## config.mk

```make
export PLATFORM = sky130hd
export DESIGN_NAME = cobs_crc_frame_decoder
export DESIGN_NICKNAME = d
export VERILOG_FILES = /design/src/rtl/core/cobs_crc_pkg.sv /design/src/rtl/core/cobs_crc_unstuff.sv /design/src/rtl/core/cobs_crc_check.sv /design/src/rtl/core/cobs_crc_skid.sv /design/src/rtl/core/cobs_crc_frame_decoder.sv
export SDC_FILE = /design/constraint.sdc
export NUM_CORES = 1
export LEC_CHECK = 0
export BUFFER_PORTS_ARGS = -buffer_cell sky130_fd_sc_hd__buf_2
export CORE_MARGIN = 4
export CORE_UTILIZATION = 55
export DETAILED_ROUTE_END_ITERATION = 7
export PLACE_DENSITY = 0.82
export SLEW_MARGIN = 20
export SYNTH_ARGS = -nofsm -noshare
export SYNTH_HDL_FRONTEND = slang
export SYNTH_HIERARCHICAL = 1
export SYNTH_SLANG_ARGS = --single-unit
```

## constraint.sdc

```tcl
create_clock -name clk -period 4 [get_ports clk]
set_input_delay 0.2 -clock clk [delete_from_list [all_inputs] [get_ports clk]]
set_output_delay 0.2 -clock clk [all_outputs]
set_load 0.05 [all_outputs]
```

## src/rtl/core/cobs_crc_pkg.sv

```systemverilog
// Shared types, constants and the CRC-16/CCITT-FALSE byte update for the
// COBS frame decoder. No dependencies.
package cobs_crc_pkg;

    localparam logic [15:0] CRC_INIT  = 16'hFFFF;
    localparam logic [15:0] CRC_POLY  = 16'h1021;
    localparam logic [7:0]  CODE_MAX  = 8'hFF;
    localparam logic [8:0]  MIN_FRAME = 9'd5;
    localparam logic [8:0]  COUNT_MAX = 9'd511;
    localparam logic [8:0]  HDR_LAST  = 9'd2;

    typedef enum logic [2:0] {
        ST_OK    = 3'd0,
        ST_EMPTY = 3'd1,
        ST_TRUNC = 3'd2,
        ST_SHORT = 3'd3,
        ST_LEN   = 3'd4,
        ST_CRC   = 3'd5
    } status_t;

    typedef struct packed {
        logic       push;
        logic [7:0] data;
        logic       eof;
        logic       empty;
        logic       trunc;
    } dec_t;

    typedef struct packed {
        logic       is_status;
        logic [7:0] payload_byte;
        logic [7:0] seq;
        logic [7:0] cmd;
        logic [7:0] len;
        status_t    status;
    } result_t;

    function automatic logic [15:0] crc_byte(input logic [15:0] crc, input logic [7:0] b);
        logic [15:0] c;
        c = crc ^ {b, 8'h00};
        for (int i = 0; i < 8; i++) begin
            if (c[15])
                c = {c[14:0], 1'b0} ^ CRC_POLY;
            else
                c = {c[14:0], 1'b0};
        end
        return c;
    endfunction

endpackage

```

## src/rtl/core/cobs_crc_unstuff.sv

```systemverilog
// COBS unstuffing: tracks the block countdown and the owed zero byte.
// Depends on cobs_crc_pkg.
module cobs_crc_unstuff
    import cobs_crc_pkg::*;
(
    input  logic       clk,
    input  logic       rst_n,
    input  logic       step,
    input  logic [7:0] wire_byte,
    output dec_t       dec
);

    logic [7:0] block_remaining_reg, block_remaining_next;
    logic       zero_pending_reg, zero_pending_next;
    logic       raw_seen_reg, raw_seen_next;

    always_comb
    begin
        block_remaining_next = block_remaining_reg;
        zero_pending_next    = zero_pending_reg;
        raw_seen_next        = raw_seen_reg;
        dec.push             = 1'b0;
        dec.data             = 8'h00;
        dec.eof              = 1'b0;
        dec.empty            = !raw_seen_reg;
        dec.trunc            = (block_remaining_reg != 8'h00);
        if (step)
        begin
            if (wire_byte == 8'h00)
            begin
                dec.eof              = 1'b1;
                block_remaining_next = 8'h00;
                zero_pending_next    = 1'b0;
                raw_seen_next        = 1'b0;
            end
            else
            begin
                raw_seen_next = 1'b1;
                if (block_remaining_reg == 8'h00)
                begin
                    dec.push             = zero_pending_reg;
                    zero_pending_next    = (wire_byte != CODE_MAX);
                    block_remaining_next = wire_byte - 8'd1;
                end
                else
                begin
                    dec.push             = 1'b1;
                    dec.data             = wire_byte;
                    block_remaining_next = block_remaining_reg - 8'd1;
                end
            end
        end
    end

    always_ff @(posedge clk or negedge rst_n)
    begin
        if (!rst_n)
        begin
            block_remaining_reg <= 8'h00;
            zero_pending_reg    <= 1'b0;
            raw_seen_reg        <= 1'b0;
        end
        else
        begin
            block_remaining_reg <= block_remaining_next;
            zero_pending_reg    <= zero_pending_next;
            raw_seen_reg        <= raw_seen_next;
        end
    end

endmodule

```

## src/rtl/core/cobs_crc_check.sv

```systemverilog
// Header capture, two-byte hold line, CRC and end-of-frame status.
// Depends on cobs_crc_pkg.
module cobs_crc_check
    import cobs_crc_pkg::*;
(
    input  logic    clk,
    input  logic    rst_n,
    input  dec_t    dec,
    output logic    res_valid,
    output result_t res
);

    logic [8:0]  count_reg, count_next;
    logic [7:0]  hold0_reg, hold0_next;
    logic [7:0]  hold1_reg, hold1_next;
    logic [15:0] crc_reg, crc_next;
    logic [7:0]  seq_reg, seq_next;
    logic [7:0]  cmd_reg, cmd_next;
    logic [7:0]  len_reg, len_next;
    status_t     code;

    always_comb
    begin
        if (dec.empty)
            code = ST_EMPTY;
        else if (dec.trunc)
            code = ST_TRUNC;
        else if (count_reg < MIN_FRAME)
            code = ST_SHORT;
        else if (count_reg != ({1'b0, len_reg} + MIN_FRAME))
            code = ST_LEN;
        else if (crc_reg != {hold1_reg, hold0_reg})
            code = ST_CRC;
        else
            code = ST_OK;
    end

    always_comb
    begin
        count_next       = count_reg;
        hold0_next       = hold0_reg;
        hold1_next       = hold1_reg;
        crc_next         = crc_reg;
        seq_next         = seq_reg;
        cmd_next         = cmd_reg;
        len_next         = len_reg;
        res_valid        = 1'b0;
        res.is_status    = 1'b0;
        res.payload_byte = 8'h00;
        res.seq          = seq_reg;
        res.cmd          = cmd_reg;
        res.len          = len_reg;
        res.status       = ST_OK;
        if (dec.eof)
        begin
            res_valid     = 1'b1;
            res.is_status = 1'b1;
            res.status    = code;
            count_next    = 9'd0;
            hold0_next    = 8'h00;
            hold1_next    = 8'h00;
            crc_next      = CRC_INIT;
            seq_next      = 8'h00;
            cmd_next      = 8'h00;
            len_next      = 8'h00;
        end
        else if (dec.push)
        begin
            if (count_reg == 9'd0)
                seq_next = dec.data;
            if (count_reg == 9'd1)
                cmd_next = dec.data;
            if (count_reg == HDR_LAST)
                len_next = dec.data;
            if (count_reg >= HDR_LAST)
                crc_next = crc_byte(crc_reg, hold0_reg);
            if (count_reg >= MIN_FRAME)
            begin
                res_valid        = 1'b1;
                res.payload_byte = hold0_reg;
            end
            hold0_next = hold1_reg;
            hold1_next = dec.data;
            if (count_reg != COUNT_MAX)
                count_next = count_reg + 9'd1;
        end
    end

    always_ff @(posedge clk or negedge rst_n)
    begin
        if (!rst_n)
        begin
            count_reg <= 9'd0;
            hold0_reg <= 8'h00;
            hold1_reg <= 8'h00;
            crc_reg   <= CRC_INIT;
            seq_reg   <= 8'h00;
            cmd_reg   <= 8'h00;
            len_reg   <= 8'h00;
        end
        else
        begin
            count_reg <= count_next;
            hold0_reg <= hold0_next;
            hold1_reg <= hold1_next;
            crc_reg   <= crc_next;
            seq_reg   <= seq_next;
            cmd_reg   <= cmd_next;
            len_reg   <= len_next;
        end
    end

endmodule

```

## src/rtl/core/cobs_crc_skid.sv

```systemverilog
// Two-entry result queue that decouples the receiver from the decoder.
// Depends on cobs_crc_pkg.
module cobs_crc_skid
    import cobs_crc_pkg::*;
(
    input  logic    clk,
    input  logic    rst_n,
    input  logic    wr_valid,
    input  result_t wr_data,
    output logic    wr_ready,
    output logic    rd_valid,
    input  logic    rd_ready,
    output result_t rd_data
);

    result_t    slot_reg [2];
    logic       wr_ptr_reg, wr_ptr_next;
    logic       rd_ptr_reg, rd_ptr_next;
    logic [1:0] cnt_reg, cnt_next;
    logic       do_wr, do_rd;

    assign wr_ready = (cnt_reg != 2'd2);
    assign rd_valid = (cnt_reg != 2'd0);
    assign rd_data  = slot_reg[rd_ptr_reg];
    assign do_wr    = wr_valid && wr_ready;
    assign do_rd    = rd_valid && rd_ready;

    always_comb
    begin
        wr_ptr_next = do_wr ? !wr_ptr_reg : wr_ptr_reg;
        rd_ptr_next = do_rd ? !rd_ptr_reg : rd_ptr_reg;
        cnt_next    = cnt_reg + {1'b0, do_wr} - {1'b0, do_rd};
    end

    always_ff @(posedge clk)
    begin
        if (do_wr)
            slot_reg[wr_ptr_reg] <= wr_data;
    end

    always_ff @(posedge clk or negedge rst_n)
    begin
        if (!rst_n)
        begin
            wr_ptr_reg <= 1'b0;
            rd_ptr_reg <= 1'b0;
            cnt_reg    <= 2'd0;
        end
        else
        begin
            wr_ptr_reg <= wr_ptr_next;
            rd_ptr_reg <= rd_ptr_next;
            cnt_reg    <= cnt_next;
        end
    end

endmodule

```

## src/rtl/core/cobs_crc_frame_decoder.sv

```systemverilog
// Top level of the COBS frame decoder with CRC-16/CCITT-FALSE check.
// Depends on cobs_crc_pkg, cobs_crc_unstuff, cobs_crc_check and cobs_crc_skid.
//
// The input channel takes one wire byte per item on in_valid/in_ready; a zero
// byte ends a frame. The output channel gives on out_valid/out_ready either a
// payload byte (is_status low) or one end-of-frame status (is_status high)
// together with the header seq, cmd and len captured so far.
// An item's result, if any, is visible on the output in the cycle after
// acceptance, and a new byte can be accepted in every cycle while the queue is not full.
// The unstuffing, header, CRC byte update and status checks sit between the
// frame state registers and a two-entry result queue.
// Payload bytes leave before the frame check completes, so the receiver must
// drop them when the status that follows is not ok.
// Reset clears the frame state and empties the queue.
// When the receiver stalls, the queue fills and in_ready drops once both
// entries are held; no result is lost.
module cobs_crc_frame_decoder
    import cobs_crc_pkg::*;
(
    input  logic       clk,
    input  logic       rst_n,
    input  logic       in_valid,
    output logic       in_ready,
    input  logic [7:0] wire_byte,
    output logic       out_valid,
    input  logic       out_ready,
    output logic       is_status,
    output logic [7:0] payload_byte,
    output logic [7:0] frame_seq,
    output logic [7:0] frame_cmd,
    output logic [7:0] frame_len,
    output logic [2:0] frame_status
);

    logic    step;
    dec_t    dec;
    logic    res_valid;
    result_t res;
    result_t out_res;

    assign step = in_valid && in_ready;

    cobs_crc_unstuff u_unstuff (
        .clk       (clk),
        .rst_n     (rst_n),
        .step      (step),
        .wire_byte (wire_byte),
        .dec       (dec)
    );

    cobs_crc_check u_check (
        .clk       (clk),
        .rst_n     (rst_n),
        .dec       (dec),
        .res_valid (res_valid),
        .res       (res)
    );

    cobs_crc_skid u_skid (
        .clk      (clk),
        .rst_n    (rst_n),
        .wr_valid (res_valid),
        .wr_data  (res),
        .wr_ready (in_ready),
        .rd_valid (out_valid),
        .rd_ready (out_ready),
        .rd_data  (out_res)
    );

    assign is_status    = out_res.is_status;
    assign payload_byte = out_res.payload_byte;
    assign frame_seq    = out_res.seq;
    assign frame_cmd    = out_res.cmd;
    assign frame_len    = out_res.len;
    assign frame_status = out_res.status;

`ifndef SYNTHESIS
    a_full_means_pending: assert property (@(posedge clk) disable iff (!rst_n)
        !in_ready |-> out_valid)
        else $error("input stalled while no result is pending");

    a_delim_gives_status: assert property (@(posedge clk) disable iff (!rst_n)
        (step && wire_byte == 8'h00) |-> (res_valid && res.is_status))
        else $error("delimiter accepted without a status result");

    a_status_no_payload: assert property (@(posedge clk) disable iff (!rst_n)
        (out_valid && is_status) |-> (payload_byte == 8'h00))
        else $error("status result carries a payload byte");

    a_payload_ok_code: assert property (@(posedge clk) disable iff (!rst_n)
        (out_valid && !is_status) |-> (frame_status == ST_OK))
        else $error("payload result carries a status code");
`endif

endmodule

```

# Word-level counts from Yosys, hierarchy flattened
# Memory sizes are Yosys's and may differ from the RTL's.
# Index checks and enable logic that the tools add are counted.
[word_totals] mem_count=1 ram_bits=72 elab_cells=135 register_bits=79
[classes] n_reduce_logical=23 muxes=73 bitwise=9 eq_ne=7 n_lt_le_gt_ge=3 n_addsub=6
[mem_list] memory="u_skid.slot_reg" depth=2 width=36 rd=1 rd_clocked_by_memory_dff=0 write_ports=1 line="cobs_crc_skid.sv:16" text="result_t slot_reg [2];"
[op_table] cell="16-bit 2-to-1 mux" n=24
[op_table] cell="8-bit 2-to-1 mux" n=19
[op_table] cell="13-bit 2-to-1 mux" n=8
[op_table] cell="9-bit 2-to-1 mux" n=4
[op_table] cell="3-bit NOT" n=8
[op_table] cell="3-bit 2-to-1 mux" n=6
[op_table] cell="8-bit logical NOT" n=2
[op_table] cell="16-bit inequality test" n=1
[op_table] cell="2-bit nonzero test" n=8
[op_table] cell="8-bit by 1-bit subtractor with 8-bit output, second input constant" n=2
[op_table] cell="16-bit bitwise XOR" n=1
[op_table] cell="2-bit AND reduction" n=6
[op_table] cell="1-bit 2-to-1 mux" n=11
[op_table] cell="10-bit 2-to-1 mux" n=1
[op_table] cell="8-bit by 3-bit adder with 9-bit output, second input constant" n=1
[op_table] cell="9-bit by 1-bit adder with 9-bit output, second input constant" n=1
[op_table] cell="9-bit by 1-bit equality test with 1-bit output, second input constant" n=1
[op_table] cell="9-bit by 2-bit equality test with 1-bit output, second input constant" n=1
[op_table] cell="9-bit by 2-bit >= comparator with 1-bit output, second input constant" n=1
[op_table] cell="9-bit by 3-bit >= comparator with 1-bit output, second input constant" n=1
[op_table] cell="9-bit logical NOT" n=1
[op_table] cell="9-bit by 3-bit less-than comparator with 1-bit output, second input constant" n=1
[op_table] cell="9-bit inequality test" n=1
[op_table] cell="9-bit inequality test, second input constant" n=1
[op_table] cell="7 further kinds" n=10

# Depth between registers and ports, before layout
[logic_depth] depth_word=41 ltp_mapped=15 depth_no_buf=11

# Hierarchy
# Netlist, hierarchy kept.
[modules_own_cells] module="cobs_crc_check" instances=1 area_per_inst_um2=3643.5 cells_each=388
[modules_own_cells] module="cobs_crc_skid" instances=1 area_per_inst_um2=2829.0 cells_each=134
[modules_own_cells] module="cobs_crc_unstuff" instances=1 area_per_inst_um2=835.8 cells_each=102
[modules_own_cells] module="cobs_crc_frame_decoder" instances=1 area_per_inst_um2=6.3 cells_each=1

# Worst setup path after synthesis
# Ideal clock, no wire load.
[synth_timing] path_type="flip-flop to flip-flop" startpoint="register u_skid.cnt_reg[0]" endpoint="memory u_skid/slot_reg[0][0] (netlist name), enable pin" setup_time_ps=429 required_ps=3571 period_less_slack_ps=4556 stages_incl_launch_ff=10 slack_ps=-556 t_arrival_ps=4126 path_cell_list="dfrtp_1 nand2b_1 and2_1 o21ai_1 nor2_1 buf_6 buf_1 a21o_1 nand2_1 nor2_1"
[synth_rtl] element="start: declaration" line="cobs_crc_skid.sv:19" text="logic [1:0] cnt_reg, cnt_next;"
[synth_rtl] element="start signal: assignment" line="cobs_crc_skid.sv:53" text="cnt_reg <= cnt_next;"
[synth_rtl] element="end: declaration" line="cobs_crc_skid.sv:16"

==> key figures <==
Synthesis
  • FF+latch count, synth: 151
  • Synthesized area: 0.007315 mm²
  • Async SR Flop Fraction: between 50% and 60%
  • Post-synthesis adder-cell area fraction: between 1 and 1.5%
  • Post-synth EDFFs: 72
  • Top_reg_cell synth: edfxtp_1
  • Mux cell area share after synthesis: 8.023%
  • Yosys warns: 6
  • Register area share after synthesis: around 57%
  • Simple-Gate Fraction of Synth Area: 15.86%
  • Synth Net Count: 645
  • Compound-gate portion of the synthesized area: 7.937%
  • Syn Inst Count: 625
  • Synth Area in XOR/XNOR: 6.945%
  • Syn Area/Cell: 11.70 µm²
  • Netlist cell types: 70
  • Largest family of logic cells by synthesized area: simple AND/OR/NAND/NOR gates

Drt
  • Routed vias: 4986
  • # DRC: 0
  • Via/cell ratio: just under 6
  • DRT antenna net count: 0
  • Pre-Repair DR Iteration Count: 5
  • DR iter-0 viols: 421
  • DRT Wirelength: approximately 15000 µm
  • DR WL/cell: 18.02 µm

Global route
  • Vias in the first global route: 4998
  • First-pass GRT wire length: 25230 µm
  • Antenna violations before repair: 0
  • Total GRT Usage: 21.70%
  • Overflow left after global routing: 0
  • Largest net degree at the start of global routing: 80

CTS
  • H-tree lvl count: 4
  • Clock Sinks: 151
  • Setup Buffers After CTS: 0
  • Number of buffers created by CTS: 17
  • Post-CTS resize count: 0
  • CTS tree: done
  • Hold_buf cts: 1
  • Clock slew at reported path FFs: 0.06 ns
  • Worst-Skew Late Latency: 0.42 ns
  • Clock root cell: clkbuf_16
  • Clock Path Buffers: 2

STA
  • Final worst setup slack: approximately 0.61 ns
  • Fin crit period: 3.389 ns
  • Unrepaired setup endpoints after global routing: no
  • Clock Skew: between 0.005 and 0.006 ns
  • Fin. Hold Viols: 0
  • Fin. max-slew vios: 0
  • Max Freq: 0.2950 GHz
  • Slew @ Worst Pin: 0.9126 ns
  • Slew headroom: 39.16%
  • Worst Hold Margin: about 0.073 ns
  • Tcrit/Tclk final: 84.73%
  • Final setup TNS: 0 ns
  • Final setup violation count: 0

Run
  • Max cap viols: 0

Cells and area
  • Max FFs per register: 72
  • Final instance area: 0.008294 mm²
  • # fillers: around 960
  • Core Util, Final: about two thirds
  • Layout Cells excl Fill: 853
  • Final net count: between 600 and 700
  • N_diodes: 0
  • Synthesis-to-finish area growth: 13.39%
  • Layout cells sized above 1: between 20 and 25%

Pwr
  • Pwr Total: 7.615 mW
  • Leakage: 3.298 nW
  • PwrDens: 918.1 mW/mm²
  • Max IR drop VDD: approximately 0.00034 V

Floorplan
  • Die height: 123.3 µm
  • Starting density of the core: 57.03%
  • Die width: 123.3 µm
  • Total die area: 0.01521 mm²
  • Area of the core: 0.01282 mm²
  • Core Rows: roughly 40
  • Ports: 50

Setup path
  • Max Fanout on Critical Path: 16
  • Required @ worst endpoint: 4.35 ns
  • Crit path DAT: 3.74 ns
  • Crit. End Element: register
  • R2r setup slk: between 0.6 and 0.7 ns
  • CP Launch Type: register
  • Critical path class: register to register

Place
  • Port buffer count: 49
  • Place WS: approximately 0.72 ns
  • Placed cell area: 0.007670 mm²
  • DP Cell Count: slightly above 800
  • Detailed placement HPWL: 10080 µm
  • Final GP Congestion: 0.9031

Status
  • Status: finished clean

Hold path
  • HP Class: input pin to register
worst max-delay path: stages, from the launching register on:
cell	delay (ns)
dfrtp_1	0.42
or4_1	0.68
nor2_2	0.44
inv_2	0.15
nor2_1	0.16
nor2_2	0.06
buf_4	0.23
o41ai_4	0.15
nand2b_1	0.66
nor2_1	0.28
nor2_1	0.07
cell families (layout without fill, tap and decap cells):
| group | count (synthesis) | in the layout |
|---|---|---|
| AO/OA/AOI/OAI | 84 | 84 |
| buffers and inverters | 42 | 98 |
| adder cells (fa/ha/maj) | 8 | 8 |
| AND/OR/NAND/NOR | 228 | 228 |
| flip-flops | 151 | 151 |
| multiplexers | 54 | 54 |
| XOR/XNOR | 58 | 58 |
path summary, 6_finish.rpt:
check	startpoint	depth (start not counted)	endpoint
worst max-delay path	u_unstuff/block_remaining_reg[1]	10	u_check/crc_reg[1]
worst min-delay path	wire_byte[7]	2	u_unstuff/block_remaining_reg[7]
worst min register to register	u_check/cmd_reg[5]	0	u_skid/slot_reg[1][16]
min in group asynchronous	rst_n	2	u_unstuff/block_remaining_reg[1]
worst max register to register	u_unstuff/block_remaining_reg[1]	10	u_check/crc_reg[1]
max in group asynchronous	rst_n	2	u_check/len_reg[5]
cells in the mapped netlist (all sizes together), types with 3 or more instances:
master / count / area (µm²)
a21oi: 35 / 178.9
and2: 12 / 75.07
and3: 7 / 45.05
buf: 19 / 132.6
clkbuf: 13 / 50.04
dfrtp: 63 / 1577
dfstp: 16 / 420.4
edfxtp: 72 / 2162
ha: 8 / 100.1
inv: 9 / 33.78
mux2: 37 / 416.7
mux2i: 17 / 170.2
nand2: 51 / 193.9
nand2b: 5 / 31.28
nand3: 30 / 150.1
nand4: 9 / 56.30
nor2: 65 / 264.0
nor3: 18 / 101.4
nor3b: 3 / 22.52
nor4: 12 / 81.33
o21ai: 19 / 110.1
o2bb2ai: 3 / 26.28
o31ai: 3 / 22.52
or3: 3 / 18.77
or4: 4 / 33.78
xnor2: 26 / 227.7
xor2: 32 / 280.3
power by group:
| group | switching, mW | internal [mW] | leakage, nW |
|---|---|---|---|
| Clock | 0.608 | 1.04 | 0.299 |
| Sequential | 0.524 | 2.31 | 1.65 |
| Combinational | 2.01 | 1.12 | 1.35 |
| Total | 3.14 | 4.48 | 3.30 |
final cells by class:
type | instances | area [µm²] | share of cell area (%)
Tap cell | 172 | 215.2 | 2.595
Timing Repair Buffer | 56 | 319.1 | 3.847
Clock inverter | 13 | 177.7 | 2.142
Clock buffer | 19 | 432.9 | 5.219
Inverter | 10 | 37.54 | 0.4526
Multi-Input combinational cell | 432 | 2953 | 35.60
Sequential cell | 151 | 4159 | 50.14
cell usage in the layout, fill, tap and decap left out, drive strengths merged, types with 7 or more instances in the layout:
master and instances:
nand3 30, o21ai 19, dfrtp 63, and2 12, dfstp 16, nor4 12, xnor2 26, a21oi 35
inv 11, mux2i 17, nor3 18, buf 55, clkbuf 19, ha 8, xor2 32, and3 7
nand2 51, clkinv 7, nand4 9, nor2 65, mux2 37, edfxtp 72
metal layers:
layer	GRT usage [%]	wire length, µm	vias to the layer above
met5	0	0	-
met4	10.52	422	0
met3	4.620	842	40
li1	-	-	2330
met2	36.05	7821	156
met1	27.05	6289	2460
Note: power is estimated with default switching activity, not from simulation.
